[config.mk]
export PLATFORM = sky130hd
export DESIGN_NAME = echt_heads
export DESIGN_NICKNAME = d
export VERILOG_FILES = /design/src/rtl/core/edge_count_hash_table_macros.svh /design/src/rtl/core/echt_pkg.sv /design/src/rtl/core/echt_heads.sv
export SDC_FILE = /design/constraint.sdc
export NUM_CORES = 2
export LEC_CHECK = 0
export ABC_CLOCK_PERIOD_IN_PS = 6870
export BUFFER_PORTS_ARGS = -buffer_cell sky130_fd_sc_hd__buf_2
export CAP_MARGIN = 20
export CORE_MARGIN = 3
export CORE_UTILIZATION = 50
export DETAILED_ROUTE_END_ITERATION = 6
export GPL_TIMING_DRIVEN = 0
export PLACE_DENSITY = 0.65
export SYNTH_ARGS = -nofsm -noshare
export SYNTH_HDL_FRONTEND = slang
export SYNTH_SLANG_ARGS = --single-unit
[constraint.sdc]
create_clock -name clk_i -period 6.87 [get_ports clk_i]
set_clock_uncertainty 0.1 [all_clocks]
set_input_delay 2.061 -clock clk_i [delete_from_list [all_inputs] [get_ports clk_i]]
set_output_delay 2.061 -clock clk_i [all_outputs]
set_load 0.02 [all_outputs]
[src/rtl/core/edge_count_hash_table_macros.svh]
// Assertion helpers for the edge count hash table.
`ifndef EDGE_COUNT_HASH_TABLE_MACROS_SVH
`define EDGE_COUNT_HASH_TABLE_MACROS_SVH
// Assert an implication on every clock edge outside reset.
`define ECHT_ASSERT_IMPL(lbl, ante, cons, msg) \
  lbl: assert property (@(posedge clk_i) disable iff (!rst_ni) (ante) |-> (cons)) \
    else $error(msg);
// Assert that the consequent holds in the cycle after the antecedent.
`define ECHT_ASSERT_NEXT(lbl, ante, cons, msg) \
  lbl: assert property (@(posedge clk_i) disable iff (!rst_ni) (ante) |=> (cons)) \
    else $error(msg);
`endif

[src/rtl/core/echt_pkg.sv]
package echt_pkg;
  localparam int unsigned Buckets    = 256;
  localparam int unsigned Entries    = 1024;
  localparam int unsigned IdBits     = 16;
  localparam int unsigned HashShift  = 8;
  localparam int unsigned BucketW    = $clog2(Buckets);
  localparam int unsigned NodeW      = $clog2(Entries);
  localparam int unsigned NodeCntW   = NodeW + 1;
  localparam int unsigned DivW       = BucketW + 1;
  localparam int unsigned HashW      = IdBits + HashShift;
  localparam int unsigned KeyW       = 2 * IdBits + 2;
  localparam int unsigned CountW     = 32;
  localparam int unsigned TotW       = 11;

  typedef enum logic [0:0] {
    OP_LOOKUP = 1'b0,
    OP_INSERT = 1'b1
  } op_e;

  typedef enum logic [2:0] {
    ST_IDLE,
    ST_MOD,
    ST_HEAD,
    ST_NODE,
    ST_CHECK,
    ST_DONE
  } state_e;

  // Remainder unit command and status.
  typedef struct packed {
    logic             start;
    logic [HashW-1:0] dividend;
    logic [DivW-1:0]  divisor;
  } mod_req_t;

  typedef struct packed {
    logic               done;
    logic [BucketW-1:0] rem;
  } mod_rsp_t;
endpackage

[src/rtl/core/echt_heads.sv]
// Bucket head memory with per-bucket valid bits.
module echt_heads (
  input  logic                         clk_i,
  input  logic                         rst_ni,
  input  logic [echt_pkg::BucketW-1:0] raddr_i,
  output logic                         rvalid_o,
  output logic [echt_pkg::NodeW-1:0]   rdata_o,
  input  logic                         we_i,
  input  logic [echt_pkg::BucketW-1:0] waddr_i,
  input  logic [echt_pkg::NodeW-1:0]   wdata_i
);
  import echt_pkg::*;
  logic [NodeW-1:0]   mem [Buckets];
  logic [Buckets-1:0] vld_q;

  always_ff @(posedge clk_i) begin
    if (we_i) mem[waddr_i] <= wdata_i;
    rdata_o <= mem[raddr_i];
  end

  always_ff @(posedge clk_i or negedge rst_ni) begin
    if (!rst_ni) begin
      vld_q <= '0; rvalid_o <= 1'b0;
    end else begin
      rvalid_o <= vld_q[raddr_i];
      if (we_i) vld_q[waddr_i] <= 1'b1;
    end
  end
endmodule

# Yosys cells after proc, flatten, opt, wreduce, memory -nomap -nowiden
# Memories as Yosys holds them, arrays and structs flattened. A register that Yosys moved wholly into a read port is not among the register bits.
# Cells that the tools add are included.
# Widths: inputs -> output; s select.
# op_classes
order_cmp	3
muxes	6
bitwise	1
reduce_logical	1
# op_table
op	count
$or 256x256->256	1
$lt 8x9->1 const B	2
$bmux 1 s8	1
$demux 1 s8	1
$ge 8x1->1 const B	1
$mux 1	4
$logic_and 1x1->1	1
# totals
register_bits	257
ramBits	2560
inputBits	29
out_inout_bits	11
wordCells	14
n_memories	1
# memory_table
memory	words	word_bits	rd	rd_ports_with_merged_regs	write_ports	line	source
mem	256	10	1	1	1	echt_heads.sv:13	logic [NodeW-1:0] mem [Buckets];

# Depth between registers and ports, before layout
# depth
depth_word	5
mapped_depth	12
ltp_nobuf	6

# Worst setup path before layout
# OpenSTA, ideal clock, no wires.
# synth_timing
path_type	input -> register
startpoint	input port raddr_i[0] (netlist name)
endpoint	register rvalid_o
setup_ps	131
t_arrival_ps	4026
t_required_ps	6639
slack_ps	2613
path_stages	10
path_buffers	5
cell_sequence	buf_6 buf_12 buf_12 buf_6 buf_2 mux4_2 a221oi_1 o32ai_1 a211oi_1 nor4_1
# synth_between
elab_chain_len	2
# synth_lines
item	line	source
start, declared	echt_heads.sv:5	input logic [echt_pkg::BucketW-1:0] raddr_i,
$bmux 1 s8	echt_heads.sv:25	rvalid_o <= vld_q[raddr_i];
$mux 1 (not written as such)	echt_heads.sv:25	
end signal, assigned	echt_heads.sv:25	
end, declared	echt_heads.sv:6	output logic rvalid_o,
# No other way between the ends. The select of a mux whose other input is x is not followed.
# A chain may end at the register's enable or synchronous reset.

==> impl_metrics.tcl <==
set metrics [dict create \
    status "completed" \
    grt_pass1_vias 56352 \
    yosysTopAreaCellShare_pct 70.2 \
    grtUsageMet1_pct 41.1 \
    die-width_um 474 \
    drt-vias-per-instance 6.57 \
    fillers 15737 \
    cts_buffers 306 \
    seq_area_frac_synth_pct 76.3 \
    ys_async_sr_fraction_pct 9.09 \
    drcViolationCount 0 \
    cts_hold_buf 0 \
    synth.most_common_cell "edfxtp_1" \
    synth_ff_type "edfxtp_1" \
    grt_pass1_wl_um 455000 \
    slew_violations 0 \
    grtUsageMet2_pct 42.5 \
    synth.distinct_cells 54 \
    syn_inst 5162 \
    cts_root_buf "clkbuf_16" \
    antenna_left 0 \
    wl_per_cell_um 37.6 \
    avgSynthCellArea_um2 21.2 \
    drt-pass1-iter-count 6 \
    ys_ff_latch 2827 \
    ys_top_cells_by_count "edfxtp_1, mux4_2, nor2_1, or2_2, dfrtp_1" \
    synth_edf_count 2560 \
    critPathLaunch "raddr_i[3]" \
    rsz0062_at_grt "no" \
    rr_startpoint "mem[67][7]" \
    syn_nets 5191 \
    worst_pin_slew_ns 1.30 \
    fp-row-count 171 \
    drtIter0Drc 9097 \
    hp-start "vld_q[106]" \
    leakagePower_nw 42.1 \
    die_h_um 474 \
    cp.required_ns 7.51 \
    cts.reportedPaths.clkPinSlew_ns 0.06 \
    fin_nets 5749 \
    wl_um 332000 \
    synth_top_cells_by_area "edfxtp_1, mux4_2, dfrtp_1" \
    portBuffers 32 \
    ios 40 \
    yosysWarningCount 0 \
    peakVddDrop_mv 0.277 \
    cap_viol_max_count 0 \
    preCtsSetupSlack_ns -0.305 \
    yosys.area.top_type "edfxtp_1" \
    hp-class "register to register" \
    period_share_pct 91.2 \
    final.setup.worst_slack_ns 0.608 \
    num_vias 57969 \
    grt.total_usage_pct 29.6 \
    grt_start_max_net_pins 157 \
    setup_viol 0 \
    start_util_pct 50.4 \
    antenna_found_initial 26 \
    gr-total-overflow 0 \
    whs_path_depth 1 \
    cts_resized 0 \
    start_kind "input pin" \
    hold_viol_final 0 \
    syn_area_um2 109000 \
    dp_hpwl_um 222000 \
    cts_tree "built" \
    reg2reg_depth 6 \
    cts_setup_buffers 0 \
    crit_arrival_ns 6.90 \
    dieArea_um2 225000 \
    htreeDepth 5 \
    cts.path.max_buffers 4 \
    pwr_density_cell_nw_per_um2 298 \
    cp_max_fo 10 \
    grt_busiest_layer "met2" \
    cts.sinks 2827 \
    core-area_um2 217000 \
    final_util_pct 57.6 \
    drive_gt1_share_pct 30.3 \
    layout_min_cycle_time_ns 6.26 \
    end_kind "register" \
    gr-usage-met3_pct 10.1 \
    relSlewSlack_pct 13.1 \
    syn_to_final_growth_pct 14.5 \
    insertion_delay_ns 0.94 \
    fmaxAchievable_mhz 160 \
    worstSetupPathType "input pin to register" \
    place_congestion 1.04 \
]
-- critical path: stages --
cell and delay [ns]:
buf_2 0.23, buf_2 0.38, nor2b_1 0.18, buf_2 0.33, clkbuf_1 0.79, clkbuf_1 1.02
a22oi_1 0.25, a21oi_1 0.60, a21oi_1 0.12, a311oi_2 0.89
-- kinds of logic (layout without fill, tap and decap cells) --
family / count (synthesis) / in the layout / share of synthesized area [%]
DFF: 2827 / 2827 / 76.3
muxes: 873 / 873 / 15.8
and+or+nand+nor: 769 / 769 / 3.56
AOI/OAI and AO/OA: 393 / 393 / 2.63
buffers and inverters: 300 / 1088 / 1.78
other: 0 / 13 / 0
-- report_power, final --
part	leakage, nW	switching [W]	internal (W)
registers	26.6	0.0000688	0.0189
clock network	4.71	0.00657	0.00950
logic	10.8	0.00149	0.000769
total	42.1	0.00812	0.0292
-- registers in the layout (all words and copies together) (netlist names) --
name      count
mem        2560
rvalid_o      1
rdata_o      10
vld_q       256
-- cell usage in the layout (no fill, tap or decap), types with 15 or more instances in the layout --
cell type	count
a21oi_1	55
nand3_1	24
buf_2	111
nor2_1	256
buf_8	44
clkinv_1	32
mux4_2	676
o22ai_1	43
clkbuf_1	197
edfxtp_1	2560
clkinv_2	30
bufinv_16	21
a311oi_1	19
or2_2	258
a211oi_1	56
clkbuf_16	313
buf_1	16
mux2i_1	185
a221oi_1	20
clkbuf_2	15
buf_6	89
clkbuf_8	38
nand2_1	84
buf_16	16
o221ai_1	55
nor2_2	16
a22o_1	26
nor3_1	16
nor4_1	27
nor2b_1	33
a22oi_1	64
and2_1	19
dfrtp_1	257
buf_4	139
-- final cells by class --
| class | instances | area, um2 | area share (%) |
|---|---|---|---|
| antenna | 13 | 32.5 | 0.0260 |
| buffer | 296 | 1950 | 1.56 |
| clock buffer | 440 | 8630 | 6.89 |
| clock inverter | 98 | 1040 | 0.830 |
| inverter | 4 | 15.0 | 0.0120 |
| multi-input combinational | 2035 | 24100 | 19.2 |
| sequential | 2827 | 83500 | 66.6 |
| tap | 2854 | 3570 | 2.85 |
| timing repair buffer | 250 | 2500 | 1.99 |
-- layer usage --
layer,vias up,part of all wire (%)
met1,30848,38
met3,748,13
met4,8,5.5
li1,22490,-
met2,3875,44
met5,-,0.013
-- path summary, 6_finish.rpt --
| check | slack, ns | endpoint |
|---|---|---|
| max in group asynchronous | 4.47 | vld_q[29] |
| worst min-delay path | 0.36 | vld_q[106] |
| worst max-delay path | 0.61 | rdata_o[7] |
| min in group asynchronous | 1.05 | vld_q[109] |
| worst max register to register | 3.48 | rdata_o[7] |
| worst min register to register | 0.36 | vld_q[106] |
-- per-stage QoR --
stage	TNS, ns	hold WS (ns)	total power, W	std cells	area [um2]
global placement	-567.25	0.343	0.0215	8048	113000
global route	0	0.366	0.0381	8811	125000
CTS	0	0.361	0.0373	8728	125000
finish	0	0.360	0.0373	8817	125000
detailed placement	-0.305	0.347	0.0215	8190	115000
floorplan	0	0.334	0.0204	5162	109000
Power figures use the tool's default switching activity.
