--- src/rtl/core/edge_count_hash_table_macros.svh ---
// Assertion helpers for the edge count hash table.
`ifndef EDGE_COUNT_HASH_TABLE_MACROS_SVH
`define EDGE_COUNT_HASH_TABLE_MACROS_SVH
// Assert an implication on every clock edge outside reset.
`define ECHT_ASSERT_IMPL(lbl, ante, cons, msg) \
  lbl: assert property (@(posedge clk_i) disable iff (!rst_ni) (ante) |-> (cons)) \
    else $error(msg);
// Assert that the consequent holds in the cycle after the antecedent.
`define ECHT_ASSERT_NEXT(lbl, ante, cons, msg) \
  lbl: assert property (@(posedge clk_i) disable iff (!rst_ni) (ante) |=> (cons)) \
    else $error(msg);
`endif

--- src/rtl/core/echt_pkg.sv ---
package echt_pkg;
  localparam int unsigned Buckets    = 256;
  localparam int unsigned Entries    = 1024;
  localparam int unsigned IdBits     = 16;
  localparam int unsigned HashShift  = 8;
  localparam int unsigned BucketW    = $clog2(Buckets);
  localparam int unsigned NodeW      = $clog2(Entries);
  localparam int unsigned NodeCntW   = NodeW + 1;
  localparam int unsigned DivW       = BucketW + 1;
  localparam int unsigned HashW      = IdBits + HashShift;
  localparam int unsigned KeyW       = 2 * IdBits + 2;
  localparam int unsigned CountW     = 32;
  localparam int unsigned TotW       = 11;

  typedef enum logic [0:0] {
    OP_LOOKUP = 1'b0,
    OP_INSERT = 1'b1
  } op_e;

  typedef enum logic [2:0] {
    ST_IDLE,
    ST_MOD,
    ST_HEAD,
    ST_NODE,
    ST_CHECK,
    ST_DONE
  } state_e;

  // Remainder unit command and status.
  typedef struct packed {
    logic             start;
    logic [HashW-1:0] dividend;
    logic [DivW-1:0]  divisor;
  } mod_req_t;

  typedef struct packed {
    logic               done;
    logic [BucketW-1:0] rem;
  } mod_rsp_t;
endpackage

--- src/rtl/core/echt_mod.sv ---
// Restoring remainder, one dividend bit per cycle.
module echt_mod (
  input  logic               clk_i,
  input  logic               rst_ni,
  input  echt_pkg::mod_req_t req_i,
  output echt_pkg::mod_rsp_t rsp_o
);
  import echt_pkg::*;
  localparam int unsigned StepW = $clog2(HashW + 1);

  logic [HashW-1:0] div_q, div_d;
  logic [DivW-1:0]  rem_q, rem_d;
  logic [DivW-1:0]  dsr_q, dsr_d;
  logic [StepW-1:0] cnt_q, cnt_d;
  logic             busy_q, busy_d, done_q, done_d;
  logic [DivW:0]    trial;

  always_comb begin
    div_d = div_q; rem_d = rem_q; dsr_d = dsr_q; cnt_d = cnt_q;
    busy_d = busy_q; done_d = 1'b0;
    trial = {rem_q, div_q[HashW-1]};
    if (req_i.start) begin
      div_d = req_i.dividend; dsr_d = req_i.divisor; rem_d = '0;
      cnt_d = StepW'(HashW); busy_d = 1'b1;
    end else if (busy_q) begin
      if (trial >= {1'b0, dsr_q}) rem_d = DivW'(trial - {1'b0, dsr_q});
      else rem_d = DivW'(trial);
      div_d = {div_q[HashW-2:0], 1'b0};
      cnt_d = cnt_q - StepW'(1);
      if (cnt_q == StepW'(1)) begin
        busy_d = 1'b0; done_d = 1'b1;
      end
    end
  end

  always_ff @(posedge clk_i or negedge rst_ni) begin
    if (!rst_ni) begin
      busy_q <= 1'b0; done_q <= 1'b0; cnt_q <= '0;
    end else begin
      busy_q <= busy_d; done_q <= done_d; cnt_q <= cnt_d;
    end
  end

  always_ff @(posedge clk_i) begin
    div_q <= div_d; rem_q <= rem_d; dsr_q <= dsr_d;
  end

  assign rsp_o.done = done_q;
  assign rsp_o.rem  = rem_q[BucketW-1:0];
endmodule

--- config.mk ---
export PLATFORM = sky130hd
export DESIGN_NAME = echt_mod
export DESIGN_NICKNAME = d
export VERILOG_FILES = /design/src/rtl/core/edge_count_hash_table_macros.svh /design/src/rtl/core/echt_pkg.sv /design/src/rtl/core/echt_mod.sv
export SDC_FILE = /design/constraint.sdc
export NUM_CORES = 1
export LEC_CHECK = 0
export BUFFER_PORTS_ARGS = -buffer_cell sky130_fd_sc_hd__buf_2
export CORE_ASPECT_RATIO = 1.4
export CORE_MARGIN = 10
export CORE_UTILIZATION = 35
export DETAILED_ROUTE_END_ITERATION = 6
export GPL_ROUTABILITY_DRIVEN = 0
export PLACE_DENSITY = 0.53
export SLEW_MARGIN = 20
export SYNTH_ARGS = -nofsm -noshare
export SYNTH_HDL_FRONTEND = slang
export SYNTH_SLANG_ARGS = --single-unit
--- constraint.sdc ---
create_clock -name clk_i -period 5.36 [get_ports clk_i]
set_clock_uncertainty 0.15 [all_clocks]
set_input_delay 0.804 -clock clk_i [delete_from_list [all_inputs] [get_ports clk_i]]
set_output_delay 0.804 -clock clk_i [all_outputs]
set_load 0.02 [all_outputs]
Word level (Yosys, flattened, before mapping). Cells that the tools add are included. Widths: inputs -> output; s select.

Reduce and logical (&&, ||, !) cells: 1. Add/sub/neg operators: 2. Multiplexer cells: 11. Order comparisons: 1. Equality and inequality tests: 1.

Operators by type and width (count): $mux 24 (2); $ge 10x9->1 (1); $mux 5 (2); $mux 9 (1); $sub 9x9->9 (1); $mux 1 (6); $eq 5x1->1 const B (1); $sub 5x1->5 const B (1); $reduce_bool 2->1 (1).

Bits in registers: 49. Bits of input ports: 36. Output and inout bits: 9. Logic and storage cells: 22.

Logic depth before layout (Yosys ltp). Gate-level depths: netlist of the first run.

Word-level depth: 4. Mapped depth: 10. Gate-level depth less buffers: 9.

Worst setup path after synthesis of the first run. Ideal clock, no wire load.

Kind: register to register. From: reg div_q[23]. To: reg rem_q[4]. Library setup time: 138 ps. Period minus slack after synthesis: 2337 ps. Arrival time: 2049 ps. Buffers on the path: 1. Cell stages (with the launch flop): 11. Data required time: 5072 ps. Path slack: 3023 ps. Cell sequence: edfxtp_1 -> inv_1 -> ha_1 -> inv_1 -> fa_1 -> a211oi_2 -> o21ai_2 -> a31oi_4 -> buf_6 -> mux2i_1 -> a211oi_2.

Cells in the longest elaborated chain, start to end: 2. Elaborated cells between the ends (all ways): 3.

RTL lines: start, declared (RTL line echt_mod.sv:11) `logic [HashW-1:0] div_q, div_d;`; start signal, assigned (RTL line echt_mod.sv:45) `div_q <= div_d; rem_q <= rem_d; dsr_q <= dsr_d;`; $sub 9x9->9 or $ge 10x9->1 (tied branches) (RTL line echt_mod.sv:26) `if (trial >= {1'b0, dsr_q}) rem_d = DivW'(trial - {1'b0, dsr_q});`; $mux 9 * (RTL line echt_mod.sv:26); end signal, assigned (RTL line echt_mod.sv:45); end, declared (RTL line echt_mod.sv:12) `logic [DivW-1:0] rem_q, rem_d;`.

Mark *: on every way between the ends. The rest lies on a longest branch, timed or not. A chain may end at the register's enable or synchronous reset.

Worst setup path in the final report of the first run. Ends and elaborated chain as after synthesis.

==> results.toml, run 1 <==
[yosys]
synth_compound_area_share_pct = 11.4
synth_top_family_by_area = "multiplexers"
async_flop_share_pct = 14.3
yosysUniqueCellTypes = 49
synth-simple-area-share_pct = 7.93
synthMuxAreaShare_pct = 12.0
netlist_area_mm2 = 0.00251
ys_ff_latch = 49
synth-xor-area-share_pct = 2.79
synth_nets = 248
yosysSeqAreaShare_pct = 53.6
netlist_instances = 200
synth_top_flop_cell = "edfxtp_1"
synthAdderAreaFrac_pct = 6.28
synth-edff-count = 33
synth_area_per_cell_um2 = 12.5
ys_warn_count = 0

[worst_hold_path]
hold_path_class = "input pin to asynchronous set/reset pin"

[clocking]
cts_tree = "built"
cts_buffer_depth = 2
path_clk_slew_ns = 0.10
post_cts_buffers = 0
cts_buffers = 5
ctsResizeCount = 0
cts_root_buf = "clkbuf_8"
cts.sinks = 49
htreeDepth = 2
cts_hold_buffers = 0
insertion_delay_ns = 0.30

[place]
portBuffers = 44
dp_hpwl_mm = 3.63

[die]
rows = 36
dieHeight_um = 120
pin_count = 45
die_area_mm2 = 0.0110
start_util_pct = 35.9
die_width_um = 91.6
core_mm2 = 0.00698

[setup_path]
arrival_ns = 2.59
cp_num_buf_inv = 2
crit_slowest_cell = "a31oi_4"
crit_chain = "inv_1 > ha_1 > inv_1 > fa_1 > a211oi_2 > o21ai_2 > a31oi_4 > mux2i_1 > a211oi_2"
end_kind = "flop"
reg2reg_from = "div_q[23]$_DFFE_PP_"
critPathKind = "flop to flop"
worstPathRequired_ns = 5.37
max_stage_delay_ns = 0.45
crit_family = "compound AO/OA/AOI/OAI gates"
startpoint_type = "flop"
reg2reg_depth = 9
r2r-end = "rem_q[4]$_SDFFE_PP0P_"
cp_max_fo = 13
r2r_slack_ns = 2.78

[detailed_routing]
finalWirelength_mm = 5.03
vias_per_cell = 4.72
vias = 1566
antenna_left = 0
wl_per_cell_um = 15.1
remaining_drc_errors = 0
first_pass_iters = 4
drtIter0Drc = 146

[timing]
max_freq_mhz = 387
finalHoldViolCount = 0
min_period_over_period_pct = 48.2
rsz0062_at_grt = "false"
tightest_slew_ns = 0.930
timing.hold.ws_ns = 0.162
post-route-min-period_ns = 2.58
setup_tns_ns = 0
setup_viol = 0
slew_headroom_pct = 37.9
slew_violations = 0

[pwr]
p_leak_nw = 1.19
peakVddDrop_v = 0.000160
p_per_area_mw_per_mm2 = 412

[global_route]
grt_antenna_before_repair = 0
overflow = 0
grt_pass1_vias = 1642
grt_usage_pct = 9.60
grt_pass1_wl_mm = 8.42
grt_max_degree = 48

[finish]
post_route_cells_drive_above_1_share_pct = 36.3
fill_cells = 697
syn_to_final_growth_pct = 13.5
final_nets = 284
antenna_cells = 0

[outcome]
outcome = "finished, final reports clean"

[job]
cap_viol_max_count = 0
worst max path at each step:
| stage | start | cells past startpoint | endpoint | slack (ns) |
|---|---|---|---|---|
| 4_1_cts | div_q[23]$_DFFE_PP_ | 9 | rem_q[1]$_SDFFE_PP0P_ | 2.75 |
| 6_report | div_q[23]$_DFFE_PP_ | 9 | rem_q[4]$_SDFFE_PP0P_ | 2.78 |
| 3_3_place_gp | req_i[33] | 4 | div_q[0]$_SDFFCE_PN0P_ | 2.48 |
| 2_1_floorplan | div_q[23]$_DFFE_PP_ | 10 | rem_q[4]$_SDFFE_PP0P_ | 3.02 |
| 3_5_place_dp | req_i[33] | 4 | div_q[23]$_DFFE_PP_ | 2.42 |
| 5_1_grt | div_q[23]$_DFFE_PP_ | 9 | rem_q[2]$_SDFFE_PP0P_ | 2.59 |
worst reg2reg max path: cells and delay by family, from the launching register on:
| kind | cells | cell delay (ns) |
|---|---|---|
| AO/OA/AOI/OAI | 4 | 0.91 |
| flip-flops | 1 | 0.39 |
| adder cells (fa/ha/maj) | 2 | 0.59 |
| buffers and inverters | 2 | 0.12 |
| multiplexers | 1 | 0.27 |
where the power goes:
group | internal [mW] | leakage [nW] | switching, mW
logic | 0.191 | 0.644 | 0.233
clock network | 0.0954 | 0.0452 | 0.137
registers | 0.467 | 0.498 | 0.0506
total | 0.753 | 1.19 | 0.421
cells by family (layout without fill, tap and decap cells):
family	after synthesis	in the layout
AOI/OAI and AO/OA	35	35
xor gates and xnor gates	8	8
adders and majority gates	12	12
buffers and inverters	29	66
DFF	49	49
muxes	27	27
and+or+nand+nor	40	40
sequential cells by signal (all words and copies together), names as in the netlist:
register	count
busy_q	1
cnt_q	5
div_q	24
done_q	1
dsr_q	9
rem_q	9
synthesized netlist by cell type (4+ instances only):
| cell | instances | share of area [%] |
|---|---|---|
| ha_1 | 11 | 5.5 |
| o21ai_0 | 8 | 1.6 |
| edfxtp_1 | 33 | 39 |
| nand2_1 | 9 | 1.3 |
| dfxtp_1 | 9 | 7.2 |
| clkbuf_1 | 4 | 0.60 |
| inv_1 | 13 | 1.9 |
| nor2_1 | 14 | 2.1 |
| xor2_1 | 4 | 1.4 |
| buf_4 | 9 | 2.7 |
| dfrtp_1 | 7 | 7.0 |
| xnor2_1 | 4 | 1.4 |
| mux2_2 | 24 | 11 |
cells in the final DEF, fill, tap and decap left out, drive strengths merged, types with 5 or more instances in the layout:
| cell | n |
|---|---|
| buf | 45 |
| edfxtp | 33 |
| mux2 | 24 |
| inv | 15 |
| nor2 | 14 |
| ha | 11 |
| nand2 | 9 |
| dfxtp | 9 |
| o21ai | 9 |
| dfrtp | 7 |
| clkbuf | 5 |
cell type report:
class / count / area, um^2 / share of cell area [%]
inverters: 13 / 48.8 / 1.71
well taps: 95 / 119 / 4.17
clock buffers: 5 / 68.8 / 2.42
multi-input cells: 122 / 1010 / 35.5
clock inverters: 3 / 25.0 / 0.879
flip-flops and latches: 49 / 1350 / 47.3
repair buffers: 45 / 228 / 8.00
per-layer routing:
layer  wire length (um)  vias up  track usage (%)
met1               2250      737             11.5
met5                  0        -                0
met2               2480       35             15.2
li1                   -      790                -
met4                 63        0             4.32
met3                236        4             3.22
stage by stage:
step | std cells | setup slack (ns) | cell area (um^2) | utilization [%] | power (mW)
detailed placement | 324 | 2.42 | 2750 | 39.4 | 0.957
floorplan | 200 | 3.02 | 2510 | - | 0.885
CTS | 332 | 2.75 | 2850 | 40.8 | 1.20
global placement | 324 | 2.48 | 2750 | 39.4 | 0.959
finish | 332 | 2.78 | 2850 | 40.8 | 1.17
global route | 332 | 2.59 | 2850 | 40.8 | 1.27
No activity file was read; power rests on OpenSTA's default activity.
==> inputs of run 2 (changes only) <==
==> constraint.sdc (replaced) <==
create_clock -name clk_i -period 2.5 [get_ports clk_i]
set_clock_uncertainty 0.15 [all_clocks]
set_input_delay 0.375 -clock clk_i [delete_from_list [all_inputs] [get_ports clk_i]]
set_output_delay 0.375 -clock clk_i [all_outputs]
set_load 0.02 [all_outputs]
==> run 2 against run 1 <==
Net effect:
- non-clock buffer count is 8 higher
- fmax up 6.4%
- global-route usage fell by 0.38 points
- design area up 4.3%
- setup slack lost 2.7 ns
- total power rose by 130%
- flip-flop and latch count did not move
- routed wire length grew 0.28%
- count of clock-buffer cells in the layout did not move
- clock power rose by 140%
- combinational power grew 140%
- die area unchanged
- largest power group unchanged
==> results.toml, run 2 (synthesis gave the netlist of run 1 again) <==
[setup_path]
critPathKind = "flop to flop"
arrival_ns = 2.47
worstPathRequired_ns = 2.54
cp_max_fo = 7
startpoint_type = "flop"
end_kind = "flop"

[die]
dieHeight_um = 120
rows = 36
die_width_um = 91.6
core_mm2 = 0.00698
pin_count = 45
start_util_pct = 35.9
die_area_mm2 = 0.0110

[timing]
slew_violations = 0
fin_ws_ns = 0.0749
setup_viol = 0
rsz0062_at_grt = "true"
tightest_slew_ns = 0.512
slew_headroom_pct = 65.7
min_period_over_period_pct = 97.0
max_freq_mhz = 412
finalHoldViolCount = 0
timing.hold.ws_ns = 0.0935
post-route-min-period_ns = 2.43

[place]
placed_cell_area_mm2 = 0.00280
portBuffers = 44
dp_hpwl_mm = 3.77
preCtsSetupSlack_ns = 0.0165

[detailed_routing]
first_pass_iters = 4
vias = 1579
antenna_left = 0
drtIter0Drc = 107
vias_per_cell = 4.64
finalWirelength_mm = 5.04
wl_per_cell_um = 14.8
remaining_drc_errors = 0

[global_route]
grt_usage_pct = 9.23
grt_antenna_before_repair = 0
grt_pass1_vias = 1665
grt_pass1_wl_mm = 8.24
overflow = 0
grt_max_degree = 47

[pwr]
peakVddDrop_v = 0.000343
p_clk_share_pct = 21.0
sw_frac_of_total_pct = 33.9
pwr-share-comb_pct = 38.2
p_sw_uw = 912
intPower_mw = 1.78
p_leak_nw = 1.23
p_per_area_mw_per_mm2 = 907
pwr-share-seq_pct = 40.8

[clocking]
cts_tree = "built"
cts_buffer_depth = 2
htreeDepth = 2
path_clk_slew_ns = 0.09
cts.sinks = 49
insertion_delay_ns = 0.30
cts_buffers = 5
cts_root_buf = "clkbuf_8"

[finish]
post_route_cells_drive_above_1_share_pct = 39.2
antenna_cells = 0
final_common_cell = "buf_2"
largest_reg_flops = 24
reg.largest.list = "div_q (24), dsr_q (9), rem_q (9)"
layout_common_cells = "buf_2, edfxtp_1, mux2_2"
largest_register = "div_q"
syn_to_final_growth_pct = 18.3
fin_area_mm2 = 0.00297
final_nets = 292
multi_input_area_mm2 = 0.00103
seq_area_mm2 = 0.00135
fill_cells = 676

[worst_hold_path]
hold_path_class = "input pin to flop"

[outcome]
outcome = "finished, final reports clean"

[job]
cap_viol_max_count = 0
## run 2: changes by cell type in the layout (fill, tap and decap cells not counted), sizes merged
cell,previous run,this run
clkinv,0,1
dlygate4sd3,0,1
bufinv,0,1
buf,45,52
inv,15,13
## run 2: cell type report
cell class	count	area share, %
multi-input cells	122	34.7
repair buffers	53	10.6
well taps	95	4.00
clock buffers	5	2.32
flip-flops and latches	49	45.3
inverters	13	1.64
clock inverters	3	1.39
## run 2: path summary, 6_finish.rpt
path | to | start | slack [ns] | cells past startpoint
worst min register to register | rem_q[8]$_SDFFE_PP0P_ | rem_q[8]$_SDFFE_PP0P_ | 0.32 | 2
worst min-delay path | dsr_q[2]$_DFFE_PP_ | req_i[2] | 0.09 | 1
min in group asynchronous | done_q$_DFF_PN0_ | rst_ni | 0.27 | 2
worst max register to register | rem_q[4]$_SDFFE_PP0P_ | div_q[23]$_DFFE_PP_ | 0.07 | 10
max in group asynchronous | cnt_q[1]$_DFFE_PN0P_ | rst_ni | 1.77 | 2
worst max-delay path | rem_q[4]$_SDFFE_PP0P_ | div_q[23]$_DFFE_PP_ | 0.07 | 10
## run 2: power by group through the flow
stage | clock network, mW | registers [mW] | logic (mW)
2_1_floorplan | 0 | 1.09 | 0.810
3_3_place_gp | 0 | 1.12 | 0.960
3_5_place_dp | 0 | 1.12 | 0.959
4_1_cts | 0.590 | 1.10 | 0.965
5_1_grt | 0.614 | 1.12 | 1.14
6_report | 0.565 | 1.10 | 1.03
## run 2: timing repair
| item | 4_1_cts | 5_1_grt |
|---|---|---|
| buffers inserted | 0 | 3 |
| endpoints found under the setup margin | 1 | 8 |
| hold buffers | 1 | 0 |
| gates resized for setup | 0 | 6 |
| pin swaps | 1 | 6 |
| hold endpoints to repair | 7 | 0 |
## run 2: critical path, cell delays in order (launching register included)
cell and delay (ns):
edfxtp_1 0.39, inv_1 0.08, ha_2 0.18, inv_2 0.04
fa_2 0.38, a211oi_2 0.29, o21ai_2 0.11, a31oi_4 0.23
buf_12 0.15, mux2i_4 0.22, a211oi_2 0.08
## run 2: through the flow
stage | instances | TNS [ns] | util, % | power [mW]
2_1_floorplan | 200 | 0 | - | 1.90
3_3_place_gp | 328 | 0 | 40.1 | 2.08
3_5_place_dp | 328 | 0 | 40.1 | 2.08
4_1_cts | 337 | 0 | 41.8 | 2.66
5_1_grt | 340 | -0.0749 | 42.5 | 2.87
6_report | 340 | 0 | 42.5 | 2.69
## run 2: layer usage
metal | global-route usage [%] | wire length, um
met1 | 10.4 | 2090
met2 | 15.7 | 2610
met3 | 2.97 | 251
met4 | 3.83 | 84
met5 | 0 | 0
==> inputs of run 3 (changes only) <==
--- a/config.mk
+++ b/config.mk
@@ -8,10 +8,10 @@
 export BUFFER_PORTS_ARGS = -buffer_cell sky130_fd_sc_hd__buf_2
 export CORE_ASPECT_RATIO = 1.4
 export CORE_MARGIN = 10
-export CORE_UTILIZATION = 35
+export CORE_UTILIZATION = 40
 export DETAILED_ROUTE_END_ITERATION = 6
 export GPL_ROUTABILITY_DRIVEN = 0
-export PLACE_DENSITY = 0.53
+export PLACE_DENSITY = 0.59
 export SLEW_MARGIN = 20
 export SYNTH_ARGS = -nofsm -noshare
 export SYNTH_HDL_FRONTEND = slang
==> constraint.sdc (replaced) <==
create_clock -name clk_i -period 2.5 [get_ports clk_i]
set_clock_uncertainty 0.15 [all_clocks]
set_input_delay 0.125 -clock clk_i [delete_from_list [all_inputs] [get_ports clk_i]]
set_output_delay 0.125 -clock clk_i [all_outputs]
set_load 0.02 [all_outputs]
==> run 3 against run 2 <==
Net effect:
- die area shrank 10%
- largest power group unchanged
- final cell count up 3.2%
- count of clock-buffer cells in the layout unchanged
- flip-flop and latch count unchanged
- global-route usage rose by 2.1 points
- critical path depth unchanged
- largest cell class unchanged
- critical path type unchanged
- setup slack improved by 0.022 ns
- worst hold slack lost 0.078 ns
==> results.toml, run 3 (synthesis gave the netlist of run 1 again) <==
[die]
rows = 34
pin_count = 45
start_util_pct = 40.7
core_mm2 = 0.00617
dieHeight_um = 114
die_area_mm2 = 0.00989
die_width_um = 86.9

[pwr]
p_leak_nw = 1.37
peakVddDrop_v = 0.000416
p_per_area_mw_per_mm2 = 817
power_mw = 2.65

[timing]
min_period_over_period_pct = 96.1
setup_viol = 0
post-route-min-period_ns = 2.40
max_freq_mhz = 416
finalHoldViolCount = 0
slew_headroom_pct = 66.0
slew_violations = 0
tightest_slew_ns = 0.508

[finish]
final_nets = 326
reg.largest.list = "div_q (24), dsr_q (9), rem_q (9)"
final_common_cell = "buf_2"
largest_reg_flops = 24
post_route_cells_drive_above_1_share_pct = 34.8
largest_register = "div_q"
fin_cells = 351
syn_to_final_growth_pct = 29.2
antenna_cells = 0
layout_common_cells = "buf_2, dlygate4sd3_1, edfxtp_1"

[global_route]
grt_usage_pct = 11.4
grt_util_met3_pct = 3.35
grt_antenna_before_repair = 0
gr-usage-met1_pct = 12.8
overflow = 0
grtUsageMet2_pct = 19.2
gr-max-usage-layer = "met2"
grt_pass1_vias = 1865
grt_max_degree = 33
grt_pass1_wl_mm = 9.07

[detailed_routing]
antenna_left = 0
first_pass_iters = 4
vias = 1746
wl_per_cell_um = 15.6
remaining_drc_errors = 0
finalWirelength_mm = 5.48
drtIter0Drc = 83
vias_per_cell = 4.97

[clocking]
cts_root_buf = "clkbuf_8"
cts_tree = "built"
cts.sinks = 49
path_clk_slew_ns = 0.10
insertion_delay_ns = 0.30
htreeDepth = 2
cts_buffers = 5
cts_buffer_depth = 2

[setup_path]
crit_slowest_cell = "edfxtp_1"
startpoint_type = "flop"
max_stage_delay_ns = 0.41
cp_num_buf_inv = 3
worstPathRequired_ns = 2.54
arrival_ns = 2.44
crit_family = "compound AO/OA/AOI/OAI gates"
cp_common_cell = "inv_1"
end_kind = "flop"
crit_chain = "inv_1 > ha_2 > inv_1 > fa_2 > a211oi_4 > o21ai_2 > a31oi_4 > buf_6 > or2_1 > a311oi_2"
cp_max_fo = 8
critPathKind = "flop to flop"

[outcome]
outcome = "finished, final reports clean"

[place]
place_inst = 307
dp_hpwl_mm = 3.86
portBuffers = 44

[worst_hold_path]
hold_path_class = "input pin to asynchronous set/reset pin"

[job]
cap_viol_max_count = 0
-- run 3: cell count changes in the layout (fill, tap and decap cells not counted), sizes merged --
cell	previous run	this run
clkinv	1	0
inv	13	15
bufinv	1	0
dlygate4sd3	1	34
buf	52	53
-- run 3: routing by layer --
| metal | up-vias | wire (um) |
|---|---|---|
| met1 | 824 | 2240 |
| met5 | - | 0 |
| li1 | 872 | - |
| met2 | 39 | 2830 |
| met3 | 11 | 251 |
| met4 | 0 | 156 |
-- run 3: layout make-up --
type / count / area (um^2)
Sequential cell: 49 / 1350
Clock inverter: 3 / 25.0
Clock buffer: 5 / 68.8
Timing Repair Buffer: 87 / 632
Inverter: 13 / 48.8
Fill cell: 524 / 2930
Tap cell: 72 / 90.1
Multi-Input combinational cell: 122 / 1030
-- run 3: final timing paths --
check,startpoint,endpoint,slack (ns),depth (start not counted)
max,div_q[23]$_DFFE_PP_,rem_q[0]$_SDFFE_PP0P_,0.1,10
min,rst_ni,done_q$_DFF_PN0_,0.02,2
max reg2reg,div_q[23]$_DFFE_PP_,rem_q[0]$_SDFFE_PP0P_,0.1,10
min reg2reg,rem_q[8]$_SDFFE_PP0P_,rem_q[8]$_SDFFE_PP0P_,0.33,2
max in group asynchronous,rst_ni,cnt_q[0]$_DFFE_PN0P_,2.02,2
min in group clk_i,req_i[33],rem_q[0]$_SDFFE_PP0P_,0.09,3
-- run 3: power by group --
| part | switching, mW | total [mW] | internal, mW |
|---|---|---|---|
| logic | 0.549 | 1.05 | 0.499 |
| clock network | 0.288 | 0.493 | 0.204 |
| registers | 0.106 | 1.11 | 1.00 |
| total | 0.943 | 2.65 | 1.70 |
-- run 3: metrics by stage --
stage | worst slack, ns | hold slack, ns | area [um^2] | utilization (%) | setup TNS [ns]
floorplan | 0.163 | -0.321 | 2510 | - | 0
global placement | 0.127 | -0.182 | 2770 | 44.9 | 0
detailed placement | 0.0634 | -0.182 | 2770 | 44.9 | 0
CTS | 0.0440 | 0.0152 | 3200 | 51.9 | 0
global route | -0.00839 | 0.0450 | 3240 | 52.6 | -0.00839
finish | 0.0974 | 0.0150 | 3240 | 52.6 | 0
-- run 3: worst reg2reg max path, delay by kind of cell, from the launching register on --
| kind | cells | cell delay, ns |
|---|---|---|
| buffers and inverters | 3 | 0.30 |
| DFF | 1 | 0.41 |
| and+or+nand+nor | 1 | 0.11 |
| adders and majority gates | 2 | 0.53 |
| AOI/OAI and AO/OA | 4 | 0.78 |
-- run 3: timing repair --
action / 4_1_cts / 5_1_grt
setup endpoints to repair: 0 / 8
endpoints found under the hold margin: 40 / 0
setup buffers: 0 / 2
gates resized for setup: 0 / 5
hold buffers: 34 / 0
